## src/rtl/itoaf_pkg.sv

```systemverilog
`default_nettype none

package itoaf_pkg;

   localparam int VALUE_W   = 32;
   localparam int MAX_DIGITS = 10;
   localparam int IDX_W     = 4;

   // print modes
   localparam logic [1:0] MODE_SDEC = 2'd0;
   localparam logic [1:0] MODE_UDEC = 2'd1;
   localparam logic [1:0] MODE_LHEX = 2'd2;
   localparam logic [1:0] MODE_UHEX = 2'd3;

   localparam logic [7:0] CHAR_MINUS = 8'h2D;
   localparam logic [7:0] CHAR_ZERO  = 8'h30;
   localparam logic [7:0] CHAR_LA    = 8'h61;
   localparam logic [7:0] CHAR_UA    = 8'h41;

   // ceil(2^35 / 10); floor(v * RECIP10 / 2^35) == v / 10 for every 32-bit v
   localparam logic [31:0] RECIP10     = 32'hCCCC_CCCD;
   localparam int          RECIP_SHIFT = 35;

   typedef struct packed {
      logic [31:0] value;
      logic [1:0]  mode;
   } req_type;

   typedef struct packed {
      logic [7:0] char_code;
      logic [3:0] char_count;
      logic       last;
   } rsp_type;

   typedef struct packed {
      logic        done;
      logic [31:0] quotient;
      logic [3:0]  remainder;
   } div_result_type;

   function automatic logic [7:0] digit_char(input logic [3:0] digit, input logic upper);
      logic [7:0] code;
      if (digit < 4'd10) begin
         code = CHAR_ZERO + {4'd0, digit};
      end else if (upper) begin
         code = CHAR_UA + {4'd0, digit} - 8'd10;
      end else begin
         code = CHAR_LA + {4'd0, digit} - 8'd10;
      end
      return code;
   endfunction

endpackage

`default_nettype wire

```

## src/rtl/itoaf_divu.sv

```systemverilog
`default_nettype none

// One digit step: divide by 10 (reciprocal multiply) or by 16 (shift).
// Result is valid the cycle after start.
module itoaf_divu (
   input  wire logic                     clock,
   input  wire logic                     reset,
   input  wire logic                     start,
   input  wire logic                     hex,
   input  wire logic [31:0]              dividend,
   output itoaf_pkg::div_result_type     result
);
   import itoaf_pkg::*;

   logic        busy_ff, busy_in;
   logic        hex_ff;
   logic [31:0] dividend_ff;
   logic [63:0] prod_ff, prod_in;
   logic [31:0] quot;
   logic [31:0] quot_x10;

   assign busy_in = start;
   assign prod_in = 64'(dividend) * 64'(RECIP10);

   always_ff @(posedge clock) begin
      if (reset) begin
         busy_ff <= 1'b0;
      end else begin
         busy_ff <= busy_in;
      end
   end

   always_ff @(posedge clock) begin
      if (start) begin
         hex_ff      <= hex;
         dividend_ff <= dividend;
         prod_ff     <= prod_in;
      end
   end

   always_comb begin
      if (hex_ff) begin
         quot = {4'd0, dividend_ff[31:4]};
      end else begin
         quot = {3'd0, prod_ff[63:RECIP_SHIFT]};
      end
      quot_x10 = {quot[28:0], 3'b000} + {quot[30:0], 1'b0};
   end

   assign result.done      = busy_ff;
   assign result.quotient  = quot;
   assign result.remainder = hex_ff ? dividend_ff[3:0] : (dividend_ff[3:0] - quot_x10[3:0]);

endmodule

`default_nettype wire

```

## src/rtl/integer_to_ascii_formatter.sv

```systemverilog
`default_nettype none

// Flow: each of the d digits (1..10) comes from one step of the shared divide unit,
// then one character per cycle leaves the output register while rsp_stall is low.
// The longest item is a 10-digit negative decimal. Throughput: one item at a
// time; req_stall is high from transfer until the last character is loaded.
// Reset (synchronous) clears the sequencer and the response valid.
module integer_to_ascii_formatter (
   input  wire logic                clock,
   input  wire logic                reset,
   input  wire logic                req_valid,
   output      logic                req_stall,
   input  wire itoaf_pkg::req_type  req_data,
   output      logic                rsp_valid,
   input  wire logic                rsp_stall,
   output      itoaf_pkg::rsp_type  rsp_data
);
   import itoaf_pkg::*;

   typedef enum logic [2:0] {
      ST_IDLE = 3'b001,
      ST_DIV  = 3'b010,
      ST_EMIT = 3'b100
   } state_type;

   state_type      state_ff, state_in;

   // item context
   logic           hex_ff;
   logic           upper_ff;
   logic           sign_pend_ff, sign_pend_in;
   logic [IDX_W-1:0] nd_ff, nd_in;      // digits held in the buffer
   logic [3:0]     pos_ff, pos_in;      // characters already loaded

   // digits, least significant at index 0
   logic [7:0]     digit_buf_ff [MAX_DIGITS];
   logic [IDX_W-1:0] rd_idx;

   logic           rsp_valid_ff, rsp_valid_in;
   rsp_type        rsp_data_ff, rsp_data_in;

   logic           req_xfer;
   logic           rsp_xfer;
   logic           load;
   logic           neg;
   logic [31:0]    magnitude;
   logic           div_start;
   logic [31:0]    div_dividend;
   div_result_type div_res;

   assign req_stall = (state_ff != ST_IDLE);
   assign req_xfer  = req_valid && !req_stall;
   assign rsp_xfer  = rsp_valid_ff && !rsp_stall;
   assign rsp_valid = rsp_valid_ff;
   assign rsp_data  = rsp_data_ff;

   // magnitude of a negative signed word; 0x80000000 maps to itself
   assign neg       = (req_data.mode == MODE_SDEC) && req_data.value[31];
   assign magnitude = neg ? (~req_data.value + 32'd1) : req_data.value;

   // shared divide unit: started on request transfer and after every digit
   // that leaves a nonzero quotient
   assign div_start    = req_xfer ||
                         ((state_ff == ST_DIV) && div_res.done && (div_res.quotient != 32'd0));
   assign div_dividend = req_xfer ? magnitude : div_res.quotient;

   itoaf_divu u_divu (
      .clock    (clock),
      .reset    (reset),
      .start    (div_start),
      .hex      (req_xfer ? req_data.mode[1] : hex_ff),
      .dividend (div_dividend),
      .result   (div_res)
   );

   // next character goes into the output register when it is free or drains
   assign load   = (state_ff == ST_EMIT) && (!rsp_valid_ff || !rsp_stall);
   assign rd_idx = nd_ff - IDX_W'(1);

   always_comb begin
      state_in     = state_ff;
      sign_pend_in = sign_pend_ff;
      nd_in        = nd_ff;
      pos_in       = pos_ff;
      rsp_data_in  = rsp_data_ff;
      rsp_valid_in = rsp_valid_ff && rsp_stall;

      unique case (state_ff)
         ST_IDLE: begin
            if (req_xfer) begin
               sign_pend_in = neg;
               nd_in        = '0;
               pos_in       = '0;
               state_in     = ST_DIV;
            end
         end
         ST_DIV: begin
            if (div_res.done) begin
               nd_in = nd_ff + IDX_W'(1);
               if (div_res.quotient == 32'd0) begin
                  state_in = ST_EMIT;
               end
            end
         end
         ST_EMIT: begin
            if (load) begin
               rsp_valid_in           = 1'b1;
               pos_in                 = pos_ff + 4'd1;
               rsp_data_in.char_count = pos_ff + 4'd1;
               if (sign_pend_ff) begin
                  rsp_data_in.char_code = CHAR_MINUS;
                  rsp_data_in.last      = 1'b0;
                  sign_pend_in          = 1'b0;
               end else begin
                  rsp_data_in.char_code = digit_buf_ff[rd_idx];
                  rsp_data_in.last      = (nd_ff == IDX_W'(1));
                  nd_in                 = rd_idx;
                  if (nd_ff == IDX_W'(1)) begin
                     state_in = ST_IDLE;
                  end
               end
            end
         end
         default: begin
            state_in = ST_IDLE;
         end
      endcase
   end

   always_ff @(posedge clock) begin
      if (reset) begin
         state_ff     <= ST_IDLE;
         rsp_valid_ff <= 1'b0;
      end else begin
         state_ff     <= state_in;
         rsp_valid_ff <= rsp_valid_in;
      end
   end

   always_ff @(posedge clock) begin
      sign_pend_ff <= sign_pend_in;
      nd_ff        <= nd_in;
      pos_ff       <= pos_in;
      rsp_data_ff  <= rsp_data_in;
      if (req_xfer) begin
         hex_ff   <= req_data.mode[1];
         upper_ff <= (req_data.mode == MODE_UHEX);
      end
   end

   // digit store, written as each remainder comes back
   always_ff @(posedge clock) begin
      if ((state_ff == ST_DIV) && div_res.done) begin
         digit_buf_ff[nd_ff] <= digit_char(div_res.remainder, upper_ff);
      end
   end

   // divide results only come back while extracting digits
   assert property (@(posedge clock) disable iff (reset)
      div_res.done |-> (state_ff == ST_DIV))
      else $error("divide result outside digit extraction");

   // emission always has a character left to send
   assert property (@(posedge clock) disable iff (reset)
      (state_ff == ST_EMIT) |-> (nd_ff != '0 || sign_pend_ff))
      else $error("emit state with nothing to send");

   // a response position is always within 1..11
   assert property (@(posedge clock) disable iff (reset)
      rsp_valid_ff |-> (rsp_data_ff.char_count != 4'd0 && rsp_data_ff.char_count <= 4'd11))
      else $error("response position out of range");

   // after a non-final character transfers, the next one is ready at once
   assert property (@(posedge clock) disable iff (reset)
      (rsp_xfer && !rsp_data_ff.last) |=> rsp_valid_ff)
      else $error("gap inside a character run");

   // no new request while a run is still being produced
   assert property (@(posedge clock) disable iff (reset)
      (rsp_xfer && !rsp_data_ff.last) |-> (state_ff == ST_EMIT))
      else $error("run ended early");

endmodule

`default_nettype wire

```

## config.mk

```make
export PLATFORM = sky130hd
export DESIGN_NAME = integer_to_ascii_formatter
export DESIGN_NICKNAME = d
export VERILOG_FILES = /design/src/rtl/itoaf_pkg.sv /design/src/rtl/itoaf_divu.sv /design/src/rtl/integer_to_ascii_formatter.sv
export SDC_FILE = /design/constraint.sdc
export NUM_CORES = 1
export LEC_CHECK = 0
export ABC_AREA = 1
export BUFFER_PORTS_ARGS = -buffer_cell sky130_fd_sc_hd__buf_2
export CORE_MARGIN = 2
export CORE_UTILIZATION = 60
export DETAILED_ROUTE_END_ITERATION = 8
export MAX_ROUTING_LAYER = met4
export PLACE_DENSITY = 0.77
export SYNTH_ARGS = -nofsm -noshare
export SYNTH_HDL_FRONTEND = slang
export SYNTH_SLANG_ARGS = --single-unit
```

## constraint.sdc

```tcl
create_clock -name clock -period 24.1 [get_ports clock]
set_input_delay 7.23 -clock clock [delete_from_list [all_inputs] [get_ports clock]]
set_output_delay 7.23 -clock clock [all_outputs]
set_load 0.05 [all_outputs]
```

# ---- After elaboration in Yosys (flattened, before gate mapping)
# Memories as Yosys holds them, arrays and structs flattened. A register that Yosys moved wholly into a read port is not among the register bits.
# Index checks and enable logic that the tools add are counted.
# Widths: inputs -> output; s select.
dict set report totals {
  out_inout_bits 15
  word_cells 89
  mem_count 1
  mem_bits_rw 80
  register_bits 118
  in_bits 38
}
# name depth word_bits rd rd_clocked_by_memory_dff write_ports line
set memory_table {}
lappend memory_table {digit_buf_ff 10 8 1 1 1 integer_to_ascii_formatter.sv:36} ;# logic [7:0] digit_buf_ff [MAX_DIGITS];
dict set report op_classes {
  n_mul 1
  n_addsub 11
  magnitude_cmp 1
  n_reduce_logical 20
  n_eq_ne 12
  n_bitwise 1
  muxes 29
}
# op count
set ops {}
lappend ops {{$mul 32x32->64 const B} 1}
lappend ops {{$mux 32} 2}
lappend ops {{$add 32x1->32 const B} 1}
lappend ops {{$logic_not 32->1} 1}
lappend ops {{$not 32->32} 1}
lappend ops {{$reduce_bool 32->1} 1}
lappend ops {{$mux 29} 1}
lappend ops {{$mux 4} 6}
lappend ops {{$mux 8} 3}
lappend ops {{$mux 3} 6}
lappend ops {{$add 7x4->8 const A} 2}
lappend ops {{$sub 8x4->8 const B} 2}
lappend ops {{$pmux 4 s3} 1}
lappend ops {{$pmux 3 s3} 1}
lappend ops {{$add 4x1->4 const B} 2}
lappend ops {{$pmux 4 s2} 1}
lappend ops {{$add 6x4->7 const A} 1}
lappend ops {{$mux 1} 7}
lappend ops {{$logic_and 1x1->1} 6}
lappend ops {{$ne 2x1->1 const B} 3}
lappend ops {{$ne 2x2->1 const B} 3}
lappend ops {{$reduce_and 6->1} 1}
lappend ops {{$reduce_and 5->1} 1}
lappend ops {{$add 4x4->4} 1}
lappend ops {{other kinds (17)} 20}

# ---- Logic depth before layout (Yosys ltp)
dict set report logic_depth {
  word_depth 9
  mapped_depth 40
  mapped_depth_nobuf 39
}

# ---- By module
# A second synthesis with hierarchy kept.
dict set report unflattened {
  hier_cells 3136
  hier_area_um2 26862.0
}
# mod instances seq_area_each_um2 cells_per_inst area_each_um2
set by_module_without_submodules {}
lappend by_module_without_submodules {itoaf_divu 1 1881.8 2488 21146.5}
lappend by_module_without_submodules {integer_to_ascii_formatter 1 2862.7 648 5715.5}

# ---- Worst setup path after synthesis
# Ideal clock, no wire load.
dict set report synth_timing {
  path_kind {in2reg}
  start {input port req_data[2] in the netlist's numbering}
  end {register u_divu.prod_ff[52], data pin}
  setup_ns 0.252
  arrival_ns 14.097
  stages 32
  slack_ns 9.751
  required_ns 23.848
  path_buffers 0
  path_cell_list {inv_1 -> ha_1 -> nand3_2 -> nor2_1 -> nand2_1 -> nor2_1 -> nand2_1 -> nand2_1 -> xor2_1 -> o21ai_0 -> ha_1 -> inv_1 -> fa_1 -> fa_1 -> fa_1 -> inv_1 -> fa_1 -> fa_1 -> fa_1 -> inv_1 -> fa_1 -> inv_1 -> ha_1 -> a21o_1 -> a21boi_0 -> o21ai_0 -> a21oi_1 -> nor2_1 -> a211oi_1 -> nand2_1 -> nand2_1 -> nand2_1}
}
dict set report synth_between {
  elab_chain_len 5
}
# item line
set synth_rtl {}
lappend synth_rtl {{start, declared} integer_to_ascii_formatter.sv:13} ;# input wire itoaf_pkg::req_type req_data,
lappend synth_rtl {{$not 32->32} integer_to_ascii_formatter.sv:59} ;# assign magnitude = neg ? (~req_data.value + 32'd1) : req_data.value;
lappend synth_rtl {{$add 32x1->32} integer_to_ascii_formatter.sv:59}
lappend synth_rtl {{$mux 32} integer_to_ascii_formatter.sv:59}
lappend synth_rtl {{$mux 32} integer_to_ascii_formatter.sv:65} ;# assign div_dividend = req_xfer ? magnitude : div_res.quotient;
lappend synth_rtl {{net div_dividend[14]} integer_to_ascii_formatter.sv:48} ;# logic [31:0] div_dividend;
lappend synth_rtl {{$mul 32x32->64} itoaf_divu.sv:23} ;# assign prod_in = 64'(dividend) * 64'(RECIP10);
lappend synth_rtl {{net u_divu.prod_in[52]} itoaf_divu.sv:18} ;# logic [63:0] prod_ff, prod_in;
lappend synth_rtl {{end signal, assigned} itoaf_divu.sv:37} ;# prod_ff <= prod_in;
lappend synth_rtl {{end, declared} itoaf_divu.sv:18}
# The timed path passes the listed nets, and every way through them passes these cells.
# A chain may end at the register's enable or synchronous reset.

# ---- Final worst setup path
dict set report layout_timing {
  start {input port req_data[2] in the netlist's numbering}
  end {register u_divu.prod_ff[51], data pin}
}
# The elaborated chain is that of the path after synthesis.

==> impl_metrics.yaml <==
run_status:
  status: "finished clean"
floorplan:
  ioPinCount: 53
  rows: 76
  coreArea_um2: 43300
  die_y_um: 214
  fp.dieW_um: 214
  dieArea_um2: 45700
  start_util_pct: 61.1
worst_setup_path:
  crit_fanout: 6
  critPathSlowestCell: "o21ai_0"
  max_stage_delay_ps: 910
  worst_ep_required_time_ps: 24310
  r2r_cells: 30
  endpoint_kind: "flop"
  critPathKind: "in2reg"
  start_kind: "primary input"
  crit_path_frequent_cell: "inv_1"
  arrival_ps: 16160
logic_synthesis:
  syn_area_um2: 26400
  yosysMostFrequentCell: "inv_1"
  synth-edff-count: 154
  syn_inst: 2958
  synth_common_cells: "813 x inv_1, 379 x fa_1, 370 x ha_1"
  async_reset_ff_share_pct: 0
  synth_top_area_share_pct: 28.7
  ys_types: 54
  synth-main-ff-cell: "edfxtp_1"
  synthTopCellsByArea: "fa_1 29%, ha_1 18%, edfxtp_1 17%, inv_1 12%, nand2_1 4.9%"
  synth.avg_cell_area_um2: 8.94
  synth_top_area_cell: "fa_1"
  yosysSeqAreaShare_pct: 18.0
  synth.net_count: 3745
  yosys_warnings: 0
  ys_ff_latch: 160
run:
  cap_violations: 0
routing:
  routed_wl_um: 91300
  dr.pass1.iters: 8
  drt_iter0_markers: 2266
  antenna_left: 0
  num_vias: 21000
  wl_per_cell_um: 25.3
  vias_per_cell: 5.82
  drc: 0
global_routing:
  grt_first_pass_wirelength_um: 137000
  track_usage_pct: 43.5
  grt-ovfl-total: 0
  antenna_found_initial: 0
  grt_max_degree: 63
  grt_pass1_vias: 22400
cells_and_area:
  multi_input_area_um2: 18400
  ff_latch_area_um2: 4740
  n_fill_cell: 3559
  area_delta_synth_final_pct: 5.88
  drive_gt1_share_pct: 5.23
  nets: 3796
  diodes: 0
clocking:
  cts_buffers: 17
  cts_hold_buffers: 0
  root_buffer: "clkbuf_16"
  insertion_delay_ps: 460
  ctsLongestPathBuffers: 2
  cts_max_level: 4
  cts_tree: "done"
  cts_resized: 0
  cts.clk_slew.worst_paths_ps: 80
  cts_setup_buffers: 0
  cts_num_sinks: 160
timing:
  fmax_ghz: 0.0627
  rsz0062_at_grt: "false"
  min_period_ps: 15950
  setup_violations: 0
  setup_tns_ps: 0
  slew_headroom_pct: 16.8
  hold_viol: 0
  period_share_pct: 66.2
  skew_ps: 25.9
  worstMarginPinSlew_ps: 1240
  finalMaxSlewViolations: 0
place:
  place_hpwl_um: 78600
  port_buffers: 51
  gp_congestion: 1.09
min_path:
  hold_depth: 2
  hp-class: "reg2reg"
[layout make-up]
type / count / area share [%]
well taps: 585 / 2.62
repair buffers: 65 / 1.29
flip-flops and latches: 160 / 17.0
clock buffers: 17 / 1.52
clock inverters: 15 / 0.711
inverters: 821 / 11.0
multi-input cells: 1944 / 65.9
[layer usage]
| metal | track usage (%) | part of all wire [%] |
|---|---|---|
| met3 | 8.93 | 9.2 |
| met2 | 68.7 | 46 |
| met4 | 27.4 | 8.1 |
| met1 | 51.1 | 37 |
| met5 | - | 0 |
[state kept, by name, summed over array words and instances, names as in the netlist]
| signal | count |
|---|---|
| pos_ff | 4 |
| hex_ff | 1 |
| digit_buf_ff | 70 |
| state_ff | 3 |
| sign_pend_ff | 1 |
| u_divu.prod_ff | 31 |
| u_divu.busy_ff | 1 |
| u_divu.hex_ff | 1 |
| u_divu.dividend_ff | 30 |
| upper_ff | 1 |
| rsp_data | 12 |
| nd_ff | 4 |
| rsp_valid | 1 |
[cells by family (layout without fill, tap and decap cells)]
family	Yosys count	after routing	synth area share, %
mux	12	12	0.454
other cells	1	1	0.0142
simple gates	729	729	11.8
flops	160	160	18.0
fa+ha+maj	749	749	46.2
buf+inv	854	918	12.3
compound gates	350	350	7.85
xor+xnor	103	103	3.44
[worst max-delay path, delay by kind of cell]
kind / cells / cell delay [ps]
fa+ha+maj: 10 / 4780
compound gates: 6 / 2080
buf+inv: 9 / 920
simple gates: 7 / 880
xor+xnor: 1 / 230
[path summary, 6_finish.rpt]
kind,startpoint,to,slack (ps)
setup reg to reg,u_divu.hex_ff,u_divu.prod_ff[62],14940
hold / removal,rsp_valid,rsp_valid,500
hold reg to reg,rsp_valid,rsp_valid,500
setup / recovery,req_data[2],u_divu.prod_ff[51],8150
[placed cells by master (no fill, tap or decap), drive strengths merged]
cell type  Yosys  routed
a2111oi        1       1
a211oi         5       5
a21boi         5       5
a21o          24      24
a21oi        116     116
a311oi         1       1
a31o           2       2
a31oi          9       9
and3           3       3
buf           16      65
clkbuf        17      17
clkinv         0       6
conb           1       1
dfxtp          6       6
edfxtp       154     154
fa           379     379
ha           370     370
inv          821     830
mux2i         12      12
nand2        356     356
nand3         61      61
nand3b         5       5
nand4         12      12
nor2         228     228
nor3          41      41
nor4           7       7
o211ai         8       8
o21a           9       9
o21ai        140     140
o21bai         8       8
o221ai         7       7
o311ai         5       5
o31ai          3       3
o32ai          7       7
or2           16      16
xnor2         32      32
xor2          71      71
[through the flow]
stage | std cells | util (%) | instance area, µm² | worst slack (ps) | hold WS [ps]
2_1_floorplan | 2958 | - | 26400 | 9750 | 431
3_3_place_gp | 3575 | 63.2 | 27400 | 7950 | 477
3_5_place_dp | 3575 | 63.2 | 27400 | 7890 | 499
4_1_cts | 3607 | 64.7 | 28000 | 8340 | 510
5_1_grt | 3607 | 64.7 | 28000 | 7750 | 524
6_report | 3607 | 64.7 | 28000 | 8150 | 503
Power is left out: the tool's default activity adds up to more than one toggle a clock period on the data nets, which glitch-free logic cannot reach.
